--- src/rtl/brss_pkg.sv ---
// Shared types and constants for the block range to slice splitter.
// No dependencies.
package brss_pkg;

	localparam logic [7:0] OP_WRITE    = 8'd1;
	localparam logic [7:0] OP_READ     = 8'd2;
	localparam int         MAX_RESULTS = 33;

	typedef struct packed {
		logic [7:0]  command_tag;
		logic [31:0] start_block;
		logic [11:0] count_minus_one;
		logic [7:0]  opcode;
	} brss_cmd_t;

	typedef struct packed {
		logic [7:0]  slice_tag;
		logic        is_write;
		logic [29:0] slice_address;
		logic [5:0]  block_offset;
		logic [6:0]  block_count;
		logic [11:0] transfer_index;
		logic        last;
		logic        error;
	} brss_slice_t;

	typedef enum logic [2:0] {
		ST_IDLE,
		ST_MUL_LO,
		ST_MUL_HI,
		ST_CHECK,
		ST_EMIT
	} brss_state_t;

endpackage

--- src/rtl/block_range_to_slice_splitter.sv ---
// Block range to slice splitter: one host command in, slice transactions out; uses brss_pkg.
// Sequence: start_block / BLOCKS_PER_SLICE by reciprocal multiply on one shared 32x17
// multiplier (ST_MUL_LO, ST_MUL_HI), a check state (ST_CHECK), then in ST_EMIT one slice
// per unstalled output cycle into the output register. A command of N slices (N = 1 if
// rejected) holds cmd_stall high until its last slice is loaded; no command overlaps it.
// Reset clears the sequencer and the output valid; the datapath registers are not reset.
module block_range_to_slice_splitter #(
	parameter int BLOCKS_PER_SLICE = 4,
	parameter int MAX_BLOCKS       = 128
) (
	input  logic                  clk,
	input  logic                  arst_n,
	input  logic                  cmd_valid,
	output logic                  cmd_stall,
	input  brss_pkg::brss_cmd_t   cmd,
	output logic                  slc_valid,
	input  logic                  slc_stall,
	output brss_pkg::brss_slice_t slc
);

	// Slice number by reciprocal: q = (x * RECIP) >> (32 + SHIFT_L), exact for every
	// 32-bit x with RECIP = ceil(2^(32 + SHIFT_L) / BLOCKS_PER_SLICE), RECIP below 2^33.
	localparam int          SHIFT_L  = $clog2(BLOCKS_PER_SLICE);
	localparam int          Q_SHIFT  = 32 + SHIFT_L;
	localparam logic [63:0] RECIP_W  = ((64'd1 << Q_SHIFT) + 64'(BLOCKS_PER_SLICE) - 64'd1)
		/ 64'(BLOCKS_PER_SLICE);
	localparam logic [16:0] RECIP_LO = RECIP_W[16:0];
	localparam logic [15:0] RECIP_HI = RECIP_W[32:17];

	localparam logic [6:0]   BPS_CNT    = 7'(BLOCKS_PER_SLICE);
	localparam logic [12:0]  MAX_CNT    = 13'(MAX_BLOCKS);
	// More than MAX_RESULTS slices iff offset + count > MAX_RESULTS * size.
	localparam logic [13:0]  SPAN_LIMIT = 14'(brss_pkg::MAX_RESULTS * BLOCKS_PER_SLICE);

	brss_pkg::brss_state_t state_q, state_d;

	// Captured command.
	logic [7:0]    tag_q;
	logic [7:0]    op_q;
	logic [12:0]   cnt_q;        // block count, 1..4096
	logic [31:0]   start_q;

	// Product accumulator: low half of the reciprocal first, high half added next.
	logic [64:0]   prod_q;

	// Slice walk.
	logic [29:0]   slice_q;
	logic [5:0]    offset_q;
	logic [12:0]   remaining_q;
	logic [11:0]   issued_q;
	logic          err_q;

	logic          out_valid_q;
	brss_pkg::brss_slice_t out_q;

	// Combinational controls.
	logic          accept;
	logic          out_free;
	logic          load_out;
	logic [16:0]   mul_b;
	logic [48:0]   mul_out;
	logic [29:0]   quot;
	logic [6:0]    rem_full;
	logic [6:0]    room;
	logic [6:0]    take;
	logic [12:0]   remaining_next;
	logic          is_wr;
	logic          bad_cmd;
	logic [13:0]   span;

	assign cmd_stall = (state_q != brss_pkg::ST_IDLE);
	assign accept    = cmd_valid && !cmd_stall;
	assign out_free  = !out_valid_q || !slc_stall;

	// Shared multiplier: start block times one half of the reciprocal.
	assign mul_b   = (state_q == brss_pkg::ST_MUL_HI) ? {1'b0, RECIP_HI} : RECIP_LO;
	assign mul_out = 49'(start_q) * 49'(mul_b);

	// Slice number wraps at 30 bits; offset is recovered mod 128 (it is below 64).
	assign quot     = 30'(prod_q >> Q_SHIFT);
	assign rem_full = start_q[6:0] - quot[6:0] * BPS_CNT;

	assign room           = BPS_CNT - {1'b0, offset_q};
	assign take           = (remaining_q < {6'd0, room}) ? remaining_q[6:0] : room;
	assign remaining_next = remaining_q - {6'd0, take};

	assign is_wr   = (op_q == brss_pkg::OP_WRITE);
	assign span    = {7'd0, rem_full} + {1'b0, cnt_q};
	assign bad_cmd = ((op_q != brss_pkg::OP_WRITE) && (op_q != brss_pkg::OP_READ))
		|| (cnt_q > MAX_CNT) || (span > SPAN_LIMIT);

	// Sequencer: next state and output load.
	always_comb begin
		state_d  = state_q;
		load_out = 1'b0;
		case (state_q)
			brss_pkg::ST_IDLE: begin
				if (accept) begin
					state_d = brss_pkg::ST_MUL_LO;
				end
			end
			brss_pkg::ST_MUL_LO: begin
				state_d = brss_pkg::ST_MUL_HI;
			end
			brss_pkg::ST_MUL_HI: begin
				state_d = brss_pkg::ST_CHECK;
			end
			brss_pkg::ST_CHECK: begin
				state_d = brss_pkg::ST_EMIT;
			end
			brss_pkg::ST_EMIT: begin
				if (out_free) begin
					load_out = 1'b1;
					if (err_q || (remaining_next == 13'd0)) begin
						state_d = brss_pkg::ST_IDLE;
					end
				end
			end
			default: begin
				state_d = brss_pkg::ST_IDLE;
			end
		endcase
	end

	always_ff @(posedge clk or negedge arst_n) begin
		if (!arst_n) begin
			state_q     <= brss_pkg::ST_IDLE;
			out_valid_q <= 1'b0;
		end else begin
			state_q <= state_d;
			if (load_out) begin
				out_valid_q <= 1'b1;
			end else if (!slc_stall) begin
				out_valid_q <= 1'b0;
			end
		end
	end

	// Datapath registers.
	always_ff @(posedge clk) begin
		case (state_q)
			brss_pkg::ST_IDLE: begin
				if (accept) begin
					tag_q   <= cmd.command_tag;
					op_q    <= cmd.opcode;
					cnt_q   <= {1'b0, cmd.count_minus_one} + 13'd1;
					start_q <= cmd.start_block;
				end
			end
			brss_pkg::ST_MUL_LO: begin
				prod_q <= 65'(mul_out);
			end
			brss_pkg::ST_MUL_HI: begin
				prod_q <= prod_q + {mul_out[47:0], 17'd0};
			end
			brss_pkg::ST_CHECK: begin
				err_q       <= bad_cmd;
				slice_q     <= quot;
				offset_q    <= rem_full[5:0];
				remaining_q <= cnt_q;
				issued_q    <= '0;
			end
			brss_pkg::ST_EMIT: begin
				if (load_out) begin
					slice_q     <= slice_q + 30'd1;
					offset_q    <= '0;
					remaining_q <= remaining_next;
					issued_q    <= issued_q + 12'(take);
				end
			end
			default: begin
			end
		endcase

		if (load_out) begin
			out_q.slice_tag <= tag_q;
			out_q.is_write  <= is_wr;
			if (err_q) begin
				out_q.slice_address  <= '0;
				out_q.block_offset   <= '0;
				out_q.block_count    <= '0;
				out_q.transfer_index <= '0;
				out_q.last           <= 1'b1;
				out_q.error          <= 1'b1;
			end else begin
				out_q.slice_address  <= slice_q;
				out_q.block_offset   <= offset_q;
				out_q.block_count    <= take;
				out_q.transfer_index <= issued_q;
				out_q.last           <= (remaining_next == 13'd0);
				out_q.error          <= 1'b0;
			end
		end
	end

	assign slc_valid = out_valid_q;
	assign slc       = out_q;

endmodule
--- config.mk ---
export PLATFORM = sky130hd
export DESIGN_NAME = block_range_to_slice_splitter
export DESIGN_NICKNAME = d
export VERILOG_FILES = /design/src/rtl/brss_pkg.sv /design/src/rtl/block_range_to_slice_splitter.sv
export SDC_FILE = /design/constraint.sdc
export NUM_CORES = 1
export LEC_CHECK = 0
export BUFFER_PORTS_ARGS = -buffer_cell sky130_fd_sc_hd__buf_2
export CORE_MARGIN = 8
export CORE_UTILIZATION = 30
export DETAILED_ROUTE_END_ITERATION = 7
export PLACE_DENSITY = 0.51
export SYNTH_ARGS = -nofsm -noshare
export SYNTH_HDL_FRONTEND = slang
export SYNTH_SLANG_ARGS = --single-unit
--- constraint.sdc ---
create_clock -name clk -period 10.7 [get_ports clk]
set_input_delay 0.535 -clock clk [delete_from_list [all_inputs] [get_ports clk]]
set_output_delay 0.535 -clock clk [all_outputs]
set_load 0.05 [all_outputs]
# After elaboration in Yosys (flattened, before gate mapping)

Cells that the tools add are included.

Reductions and logical operators: 17
Equality and inequality tests: 12
$add $sub $neg: 8
Multipliers: 1
Mux-type cells: 20
$lt $le $gt $ge: 3

Operators by type and width:

| kind                                                                              | number |
|---|---|
| 65-bit one-hot mux with 2 select lines                                            | 1 |
| 65-bit adder                                                                      | 1 |
| 30-bit one-hot mux with 2 select lines                                            | 1 |
| 32-bit by 16-bit multiplier with 48-bit output                                    | 1 |
| 30-bit by 1-bit adder with 30-bit output (second input constant)                  | 1 |
| 30-bit 2-to-1 mux                                                                 | 1 |
| 13-bit one-hot mux with 2 select lines                                            | 1 |
| 12-bit one-hot mux with 2 select lines                                            | 1 |
| 16-bit 2-to-1 mux                                                                 | 1 |
| 3-bit one-hot mux with 5 select lines                                             | 1 |
| 7-bit by 13-bit adder with 14-bit output                                          | 1 |
| 14-bit by 8-bit greater-than comparator with 1-bit output (second input constant) | 1 |
| 12-bit by 1-bit adder with 13-bit output (second input constant)                  | 1 |
| 13-bit by 8-bit greater-than comparator with 1-bit output (second input constant) | 1 |
| 13-bit logical NOT                                                                | 1 |
| 13-bit by 7-bit < comparator with 1-bit output                                    | 1 |
| 13-bit 2-to-1 mux                                                                 | 1 |
| 13-bit by 7-bit subtractor with 13-bit output                                     | 1 |
| 12-bit by 7-bit adder with 12-bit output                                          | 1 |
| 12-bit 2-to-1 mux                                                                 | 1 |
| 6-bit one-hot mux with 2 select lines                                             | 1 |
| 3-bit 2-to-1 mux                                                                  | 3 |
| 8-bit by 1-bit equality test with 1-bit output (second input constant)            | 1 |
| 2-bit != test (second input constant)                                             | 4 |
| other kinds (19)                                                                  | 32 |

Flip-flop bits (word level): 258
Input port bits: 64
Word-level logic and storage cells: 81
Output and inout bits: 68

# Longest topological paths before layout

Gate-level depths: netlist (run 1).

Depth in word-level cells: 9
Depth in mapped cells: 21
Gate-level depth less buffers: 21

# Least setup slack after synthesis (run 1)

OpenSTA, ideal clock, no wires.

Path kind: reg2reg
From: reg state_q[1]
To: reg issued_q[0] (enable)
Path slack: 4.882 ns
Required time: 10.308 ns
Cell stages (with the launch flop): 7
Arrival: 5.426 ns
Cell sequence: dfrtp_1 clkbuf_1 nor2_1 nand2_1 clkbuf_1 a21oi_1 or2_2

Longest elaborated chain between the ends: 4
Elaborated cells between the ends (all ways): 6
Classes of those cells: 3 x eq/ne; 1 x mux; 2 x reduce/logical

Ends and longest elaborated chain:

| item                                 | line                                 | RTL |
|---|---|---|
| start: declaration                   | block_range_to_slice_splitter.sv:35  | `brss_pkg::brss_state_t state_q, state_d;` |
| start signal: assignment             | block_range_to_slice_splitter.sv:127 | `state_q <= brss_pkg::ST_IDLE;` |
| start signal: assignment             | block_range_to_slice_splitter.sv:130 | `state_q <= state_d;` |
| 3-bit equality test                  | block_range_to_slice_splitter.sv:96  | `case (state_q)` |
| 1-bit 2-to-1 mux                     | block_range_to_slice_splitter.sv:96  |  |
| net load_out                         | block_range_to_slice_splitter.sv:59  | `logic load_out;` |
| 2-bit != test (no source line)       | --                                   |  |
| 2-bit AND reduction (no source line) | --                                   |  |
| end signal: assignment               | block_range_to_slice_splitter.sv:168 | `issued_q <= issued_q + 12'(take);` |
| end: declaration                     | block_range_to_slice_splitter.sv:50  | `logic [11:0] issued_q;` |

The timed path passes the listed nets, and every way through them passes these cells.
A chain may end at the register's enable or synchronous reset.

# Worst setup path in the final report (run 1)

From: reg offset_q[0]
To: reg out_q (netlist bit slc[1]), data pin

Longest elaborated chain between the ends: 5

Ends and longest elaborated chain:

| item                                            | line                                 | RTL |
|---|---|---|
| start: declaration                              | block_range_to_slice_splitter.sv:48  | `logic [5:0] offset_q;` |
| start signal: assignment                        | block_range_to_slice_splitter.sv:159 | `offset_q <= rem_full[5:0];` |
| 3-bit by 6-bit subtractor with 7-bit output *   | block_range_to_slice_splitter.sv:83  | `assign room = BPS_CNT - {1'b0, offset_q};` |
| 13-bit by 7-bit < comparator with 1-bit output  | block_range_to_slice_splitter.sv:84  | `assign take = (remaining_q < {6'd0, room}) ? remaining_q[6:0] : room;` |
| 7-bit 2-to-1 mux *                              | block_range_to_slice_splitter.sv:84  |  |
| net take[0]                                     | block_range_to_slice_splitter.sv:65  | `logic [6:0] take;` |
| 13-bit by 7-bit subtractor with 13-bit output * | block_range_to_slice_splitter.sv:85  | `assign remaining_next = remaining_q - {6'd0, take};` |
| 13-bit logical NOT *                            | block_range_to_slice_splitter.sv:190 | `out_q.last <= (remaining_next == 13'd0);` |
| end: declaration                                | block_range_to_slice_splitter.sv:54  | `brss_pkg::brss_slice_t out_q;` |

Mark *: on every way through the listed nets, which the timed path passes. The rest lies on a longest branch.

==> run metrics, run 1 <==
status=finished, final reports clean; WL met3=1220 um; Post-Route Skew=about 10 ps; Gate power share=0.450; Sw Share=0.405; syn_nets=~1200; CTS buffer count=27; Seq pwr share=0.343; Post-DP HPWL=about 21000 um; share of cells above drive strength 1=0.163; All-Layer GR Usage=0.118; Final Cycle Share=0.470; Final WS setup=5670 ps; top-count cell post-synth=edfxtp_1; Clock power frac=0.207; largest net degree at the start of global routing=between 90 and 100; post-route insts no fill=roughly 1700; initial antenna violation count=0; Leak=approximately 0.0056 uW; DIE WIDTH=between 200 and 250 um; Longest Clk Path Bufs=3; worst r2r src=offset_q[0]; Pins Over Slew Limit=0; WL met1=about 14000 um; final wirelength=between 20000 and 30000 um; CP Cell Sequence=inv_1 -> ha_1 -> inv_1 -> ha_1 -> a21o_1 -> a21o_1 -> a21o_1 -> a21o_1 -> a31oi_4 -> mux2i_1 -> ha_1 -> inv_1 -> fa_1 -> a21o_1 -> a21oi_2 -> nor2b_1 -> or3_1 -> a311oi_2 -> xnor2_1 -> and4_1 -> a21o_1; number of fill cells=between 3000 and 4000; vias in the first global route=8195; worst skew pair latency=roughly 530 ps; top post-synthesis cells by area=edfxtp_1 55%, ha_1 6.8%, xnor2_1 3.6%; gp weighted congestion=0.815; Synth top cells by count=221 x edfxtp_1, 100 x nand2_1, 91 x nor2_1, 66 x o21ai_0, 65 x ha_1; final setup fails=0; antenna viol nets, final=0; Cells after Synth=about 1100; syn avg cell area=11.4 um2; Initial Util=0.303; number of flops mapped to enable cells by yosys=approximately 220; top layer reached by signal wires=met4; post-route cell area=between 10000 and 15000 um2; Clk pin slew, worst setup/hold paths=60 ps; pre-CTS WS=5670 ps; Cell Pwr Density=about 330 nW/um2; Clk Tree Root Cell=clkbuf_16; RSZ-0062 raised after global routing=false; vias post-DR=about 8000; Synth async-reset ratio=0.0178; crit-path max FO=7; area share of the largest cell type after synthesis=0.553; fin util=0.358; via/cell ratio=roughly 4.6; crit path buf inv count=3; final hold viol count=0; first-pass GRT wire length=around 45000 um; Fin Setup TNS=0 ps; Pre-antenna DRT Iters=5; Synth warnings=0; Arrival @ worst endpoint=5320 ps; internal power=2780 uW; H-tree Lvls=1; CTS tree=done; Slowest cell on crit path=fa_1; slew margin rel.=0.390; drc violations=0; family with the most delay on the worst path=compound AO/OA/AOI/OAI gates; core area=39600 um2; Required @ worst endpoint=approximately 11000 ps; n_diodes=0; Worst-Margin Slew=slightly above 900 ps; Site Rows=73; placed instance count=about 1700; fin crit period=5030 ps; DIE AREA=about 47000 um2; initial DRC count=approximately 500; fmax=~0.20 GHz; Largest stage delay, worst path=roughly 430 ps; startpoint types=flop; Synth Flop Type=edfxtp_1; setup bufs post-CTS=0; Die Y=roughly 220 um; area grow syn2layout=18.4%; Worst Setup Path Type=flop to flop; Seq/Total Area, Yosys=0.562; metal2 WL=roughly 13000 um; NumNets Final=about 1300; maxcap violations=0; wire length per cell=approximately 16 um; Congestion Overflow GR=0; clk sinks=225; largest area contributor in the netlist=edfxtp_1; CTS resizes=0; library cells used by synthesis=just over 60; peak supply drop=0.151 mV; Critical Path Source=offset_q[0]; mapped cell area=roughly 12000 um2; placed cell area=13300 um2; Hold Path Origin=cmd[21]; Port Buffers=~130; most used cell, CP=a21o_1; Worst Hold Class=input port to flop; I/O pins=about 130; Sw Pwr=approximately 1900 uW; Post-CTS Hold Fix Bufs=1; CP endpoint kind=flop; FF+latch count, synth=225
-- per-layer routing --
metal,vias to the layer above,track usage
met5,-,0
met4,0,0.0322
met3,28,0.0217
met2,125,0.192
met1,3763,0.160
li1,4073,-
-- metrics by stage --
stage / hold slack, ps / total power, uW
after global placement: 387 / 3700
after CTS: 140 / 4730
after global routing: 142 / 5040
after floorplan: 239 / 3180
final: 174 / 4670
after detailed placement: 380 / 3740
-- final timing paths --
path	endpoint	slack [ps]	depth (start not counted)
worst min register to register	slc[64]	420	0
max in group asynchronous	state_q[2]	10180	2
worst max-delay path	slc[1]	5670	21
worst min-delay path	start_q[1]	170	1
worst max register to register	slc[1]	5670	21
min in group asynchronous	state_q[0]	360	2
-- worst reg2reg max path, delay by kind of cell (launching register included) --
family | cells | cell delay (ps)
compound gates | 9 | 1930
mux | 1 | 360
simple gates | 3 | 580
fa+ha+maj | 4 | 1210
flops | 1 | 370
xor+xnor | 1 | 130
buf+inv | 3 | 200
-- power by group through the flow --
stage / clock network (uW) / logic, uW / registers [uW]
after detailed placement: 0 / 2120 / 1620
after global routing: 1030 / 2370 / 1640
after global placement: 0 / 2080 / 1620
after CTS: 998 / 2130 / 1610
final: 966 / 2100 / 1600
after floorplan: 0 / 1490 / 1690
-- state kept, by name, summed over array words and instances, names as in the netlist, 6 cells and up --
name / cells
slc: 66
prod_q: 32
start_q: 32
slice_q: 30
cnt_q: 13
remaining_q: 13
issued_q: 12
op_q: 8
tag_q: 8
offset_q: 6
-- logic make-up (layout without fill, tap and decap cells) --
| family | Yosys count | after routing | synth area share |
|---|---|---|---|
| compound gates | 200 | 200 | 0.105 |
| xor+xnor | 97 | 97 | 0.0708 |
| fa+ha+maj | 70 | 70 | 0.0761 |
| buf+inv | 78 | 232 | 0.0248 |
| flops | 225 | 225 | 0.562 |
| mux | 9 | 9 | 0.00782 |
| simple gates | 374 | 374 | 0.154 |
-- placed cells by master (no fill, tap or decap), drive strengths merged, types with 29 or more instances in the layout --
| cell type | instances |
|---|---|
| edfxtp | 221 |
| buf | 139 |
| nand2 | 100 |
| nor2 | 91 |
| o21ai | 71 |
| ha | 65 |
| and3 | 52 |
| nor2b | 52 |
| a21oi | 51 |
| xnor2 | 49 |
| xor2 | 48 |
| inv | 43 |
| clkbuf | 32 |
| a21o | 29 |
-- cell type report --
| cell class | count | area, um2 | area share |
|---|---|---|---|
| clock buffers | 32 | 694 | 0.0489 |
| clock inverters | 17 | 236 | 0.0167 |
| inverters | 43 | 161 | 0.0114 |
| multi-input cells | 750 | 4990 | 0.351 |
| flip-flops and latches | 225 | 6740 | 0.474 |
| well taps | 525 | 657 | 0.0463 |
| repair buffers | 140 | 726 | 0.0511 |
No activity file was read; power rests on OpenSTA's default activity.
==> run 2: changes to the inputs <==
Clock period 10.7 ns to 5.24 ns, I/O delays scaled along.
==> run 2 against run 1 <==
  * Clock power rose by 95%
  * Fmax is 3.6% higher
  * Routed wire length grew 0.65%
  * Setup slack worse by 5300 ps
  * Combinational power is 110% higher
  * Worst hold slack got worse by 130 ps
  * First-iteration DRC count is 15% lower
  * Count of clock-buffer cells in the layout fell by 1
  * Power up 100%
  * Sequential share of layout area shrank 1.5 points
  * Sequential power up 100%
  * Sequential cell count did not move
  * Critical path type unchanged
  * Largest cell class unchanged
  * Largest power group unchanged
  * Highest routed layer unchanged
==> run metrics, run 2 (synthesis gave the netlist of run 1 again) <==
status=finished, final reports clean; Final WS setup=between 300 and 400 ps; Clk Tree Root Cell=clkbuf_16; DIE AREA=roughly 47000 um2; Cell Pwr Density=644 nW/um2; Final Cycle Share=0.927; Power Total=roughly 9500 uW; clk sinks=about 230; first-pass GRT wire length=between 40000 and 50000 um; Fin Setup TNS=0 ps; maxcap violations=0; Leak=between 0.005 and 0.006 uW; startpoint types=flop; Clk pin slew, worst setup/hold paths=~60 ps; setup bufs post-CTS=0; final hold viol count=0; peak supply drop=0.267 mV; commonest non-fill, non-tap cells in the layout=221 x edfxtp_1, 131 x buf_2, 99 x nand2_1; Critical Path Source=offset_q[0]; via/cell ratio=between 4 and 5; fmax=between 0.2 and 0.25 GHz; initial DRC count=between 400 and 500; antenna viol nets, final=0; most common cell after layout, fill and taps aside=edfxtp_1; Pre-antenna DRT Iters=5; Required @ worst endpoint=~5500 ps; Port Buffers=131; Post-DP HPWL=roughly 21000 um; Longest Clk Path Bufs=3; vias in the first global route=slightly above 8000; n_diodes=0; Arrival @ worst endpoint=approximately 5100 ps; Largest register FFs=66; RSZ-0062 raised after global routing=false; Post-Route Skew=between 10 and 15 ps; Worst Setup Path Type=flop to flop; largest net degree at the start of global routing=94; final setup fails=0; pre-CTS WS=405 ps; Largest stage delay, worst path=between 400 and 500 ps; All-Layer GR Usage=0.117; CTS tree=done; drc violations=0; worst skew pair latency=540 ps; fin crit period=around 5000 ps; Worst Hold Class=input port to flop; Post-CTS Hold Fix Bufs=roughly 50; Initial Util=0.303; worst r2r src=offset_q[0]; most used cell, CP=a21o_1; Site Rows=73; Pins Over Slew Limit=0; slew margin rel.=0.417; Worst-Margin Slew=872 ps; wire length per cell=around 16 um; Die Y=about 220 um; initial antenna violation count=0; Hold Path Origin=cmd[19]; vias post-DR=8141; number of fill cells=3971; CP endpoint kind=flop; CP Cell Sequence=inv_1 -> ha_1 -> inv_1 -> ha_1 -> a21o_1 -> a21o_1 -> a21o_1 -> a21o_1 -> a31oi_4 -> mux2i_1 -> ha_1 -> inv_1 -> fa_1 -> a21o_1 -> a21oi_2 -> nor2b_1 -> or3_1 -> a311oi_2 -> xnor2_1 -> and4_1 -> a21o_1; I/O pins=roughly 130; H-tree Lvls=1; gp weighted congestion=between 0.8 and 0.9; core area=between 30000 and 40000 um2; share of cells above drive strength 1=0.162; Congestion Overflow GR=0; DIE WIDTH=approximately 220 um; Slowest cell on crit path=fa_1; CTS buffer count=27; CTS resizes=0; final wirelength=~28000 um; NumNets Final=1374; crit-path max FO=3; area grow syn2layout=22.4%
run 2: cell types whose count changed in the layout (fill, tap and decap cells not counted):
cell           delta
dlygate4sd3_1    +50
clkinv_2          +5
buf_4             +3
clkinv_1          -3
bufinv_16         -2
clkbuf_1          -1
inv_6             +1
or2_2             +1
or2_4             -1
run 2: report_power, final:
part / leakage (uW) / total [uW] / switching [uW] / internal [uW]
Sequential: 0.00213 / 3270 / 405 / 2860
Clock: 0.000435 / 1880 / 740 / 1140
Combinational: 0.00322 / 4310 / 2710 / 1600
Total: 0.00578 / 9460 / 3860 / 5600
run 2: worst paths after layout:
check                             end  slack [ps]  depth (start not counted)
min                         cnt_q[11]          40                          2
min in group asynchronous   slc_valid         100                          2
min reg2reg                   slc[64]         420                          0
max reg2reg                    slc[1]         380                         21
max in group asynchronous  state_q[2]        4960                          2
max                            slc[1]         380                         21
run 2: layer usage:
layer | share of wire | track usage
met2 | 0.46 | 0.193
met5 | 0 | 0
met1 | 0.48 | 0.158
met3 | 0.047 | 0.0217
met4 | 0.015 | 0.0280
run 2: per-stage QoR:
step           hold WS (ps)  std cells  utilization  area (um2)
6_report               40.0       1785        0.370       14700
5_1_grt                34.3       1785        0.370       14700
4_1_cts                6.31       1785        0.370       14700
3_5_place_dp            118       1685        0.335       13300
3_3_place_gp            120       1685        0.335       13300
2_1_floorplan         -33.6       1053            -       12000
run 2: critical path, delay by kind of cell (launching register included):
kind,cells,cell delay (ps)
AOI/OAI and AO/OA,9,1800
adders and majority gates,4,1190
and+or+nand+nor,3,580
DFF,1,360
muxes,1,340
buffers and inverters,3,190
xor gates and xnor gates,1,130
run 2: cell type report:
cell class / instances / area [um2] / share of cell area
inverters: 43 / 161 / 0.0110
multi-input cells: 750 / 4980 / 0.340
repair buffers: 193 / 1250 / 0.0851
well taps: 525 / 657 / 0.0448
clock buffers: 31 / 691 / 0.0471
clock inverters: 18 / 199 / 0.0136
flip-flops and latches: 225 / 6740 / 0.459
==> run 3: changes to the inputs <==
Settings changed: SETUP_SLACK_MARGIN set to 0.5.
==> run 3 against run 2 <==
  * First-iteration DRC count grew 0.47%
  * Routed wire length increased by 0.48%
  * Count of clock-buffer cells in the layout unchanged
  * Global-route usage about the same
==> run metrics, run 3 (synthesis gave the netlist of run 1 again) <==
Hold Path Origin=cmd[19]; Worst Hold Class=input port to flop; CTS tree=done; Worst Hold Depth=2; fmax=approximately 0.21 GHz; first-pass GRT wire length=around 45000 um; Final Cycle Share=0.888; crit-path max FO=2; n_diodes=0; Clk Tree Root Cell=clkbuf_16; share of cells above drive strength 1=0.179; commonest non-fill, non-tap cells in the layout=221 x edfxtp_1, 131 x buf_2, 99 x nand2_1; register area=approximately 6700 um2; FF-to-FF End=remaining_q[12]; Initial Util=0.303; clk sinks=225; All-Layer GR Usage=0.117; number of fill cells=3949; peak supply drop=roughly 0.27 mV; wire length per cell=~16 um; Longest Clk Path Bufs=3; multi-input combinational cell area=just over 5000 um2; Pins Over Slew Limit=0; initial DRC count=approximately 430; core area=39600 um2; CTS buffer count=27; Reg2Reg Setup Slack=between 500 and 600 ps; antenna viol nets, final=0; slew margin rel.=0.409; Largest stage delay, worst path=410 ps; final setup fails=0; Required @ worst endpoint=roughly 5500 ps; maxcap violations=0; H-tree Lvls=1; worst r2r src=offset_q[1]; worst hold endpoint=cnt_q[11]; Site Rows=73; vias in the first global route=8245; drc violations=0; RSZ-0062 raised after global routing=true; Post-DP HPWL=just over 20000 um; vias post-DR=approximately 8200; DIE WIDTH=around 220 um; Pre-antenna DRT Iters=4; initial antenna violation count=0; Reg2Reg Depth=22; area grow syn2layout=23.4%; Worst-Margin Slew=a little under 900 ps; largest net degree at the start of global routing=between 90 and 100; Fin Setup TNS=0 ps; Port Buffers=approximately 130; fin crit period=4650 ps; CP Cell Sequence=inv_2 -> ha_4 -> inv_2 -> ha_4 -> a21o_1 -> a21o_1 -> a21o_1 -> a21o_1 -> a31oi_4 -> mux2i_2 -> ha_2 -> inv_2 -> fa_2 -> a21o_1 -> a21oi_2 -> nor2b_1 -> or3_1 -> a311oi_2 -> buf_4 -> nand3_2 -> xor2_1 -> o21ai_1; Leak=around 0.0058 uW; DIE AREA=between 40000 and 50000 um2; NumNets Final=around 1400; Worst Setup Path Type=flop to flop; status=finished, final reports clean; Post-Route Skew=between 10 and 15 ps; pre-CTS WS=approximately 400 ps; Clk pin slew, worst setup/hold paths=roughly 60 ps; final hold viol count=0; family with the most delay on the worst path=compound AO/OA/AOI/OAI gates; Cell Pwr Density=about 650 nW/um2; via/cell ratio=between 4 and 5; crit path buf inv count=4; Congestion Overflow GR=0; final wirelength=28500 um; most common cell after layout, fill and taps aside=edfxtp_1; gp weighted congestion=0.842; I/O pins=between 100 and 150; Final WS setup=between 500 and 600 ps; CP endpoint kind=flop; Die Y=between 200 and 250 um; most used cell, CP=a21o_1; worst skew pair latency=540 ps; Arrival @ worst endpoint=slightly below 5000 ps; fin util=0.373; Slowest cell on crit path=edfxtp_1; startpoint types=flop; Largest register FFs=66
==> run 3: how the worst max path moves through the flow <==
stage / start / end / slack (ps) / cells after the start
5_1_grt: offset_q[1] / remaining_q[12] / 440 / 22
2_1_floorplan: offset_q[0] / slc[1] / 660 / 21
6_report: offset_q[1] / remaining_q[12] / 590 / 22
3_5_place_dp: offset_q[0] / slc[1] / 410 / 21
3_3_place_gp: offset_q[0] / slc[1] / 470 / 21
4_1_cts: offset_q[1] / slc[1] / 500 / 21
==> run 3: layer usage <==
metal,vias up,share of wire,GRT usage
met4,0,0.014,0.0280
met5,-,0,0
li1,4197,-,-
met1,3830,0.48,0.158
met2,139,0.46,0.193
met3,27,0.047,0.0217
==> run 3: where the power goes <==
| group | internal, uW | switching (uW) |
|---|---|---|
| Clock | 1140 | 742 |
| Sequential | 2860 | 410 |
| Combinational | 1680 | 2750 |
| Total | 5680 | 3900 |
==> run 3: area by class of cell <==
| cell class | instances | area share |
|---|---|---|
| inverter | 43 | 0.0109 |
| clock inverter | 18 | 0.0134 |
| sequential | 225 | 0.455 |
| tap | 525 | 0.0444 |
| multi-input combinational | 750 | 0.341 |
| clock buffer | 31 | 0.0467 |
| timing repair buffer | 201 | 0.0887 |
==> run 3: per-stage QoR <==
| step | cell area [um2] | instances | hold slack [ps] | power (uW) |
|---|---|---|---|---|
| 3_3_place_gp | 13300 | 1685 | 120 | 7550 |
| 6_report | 14800 | 1793 | 40.2 | 9580 |
| 3_5_place_dp | 13300 | 1685 | 118 | 7610 |
| 4_1_cts | 14700 | 1787 | 6.31 | 9590 |
| 5_1_grt | 14800 | 1793 | 34.3 | 10300 |
| 2_1_floorplan | 12000 | 1053 | -33.6 | 6490 |
==> run 3: repair_timing <==
action                                 4_1_cts  5_1_grt
endpoints found under the hold margin       54        0
resized for setup                            4       14
hold buffers                                51        0
buffers inserted                             2        6
pin swaps                                    1       18
setup endpoints to repair                    3       11
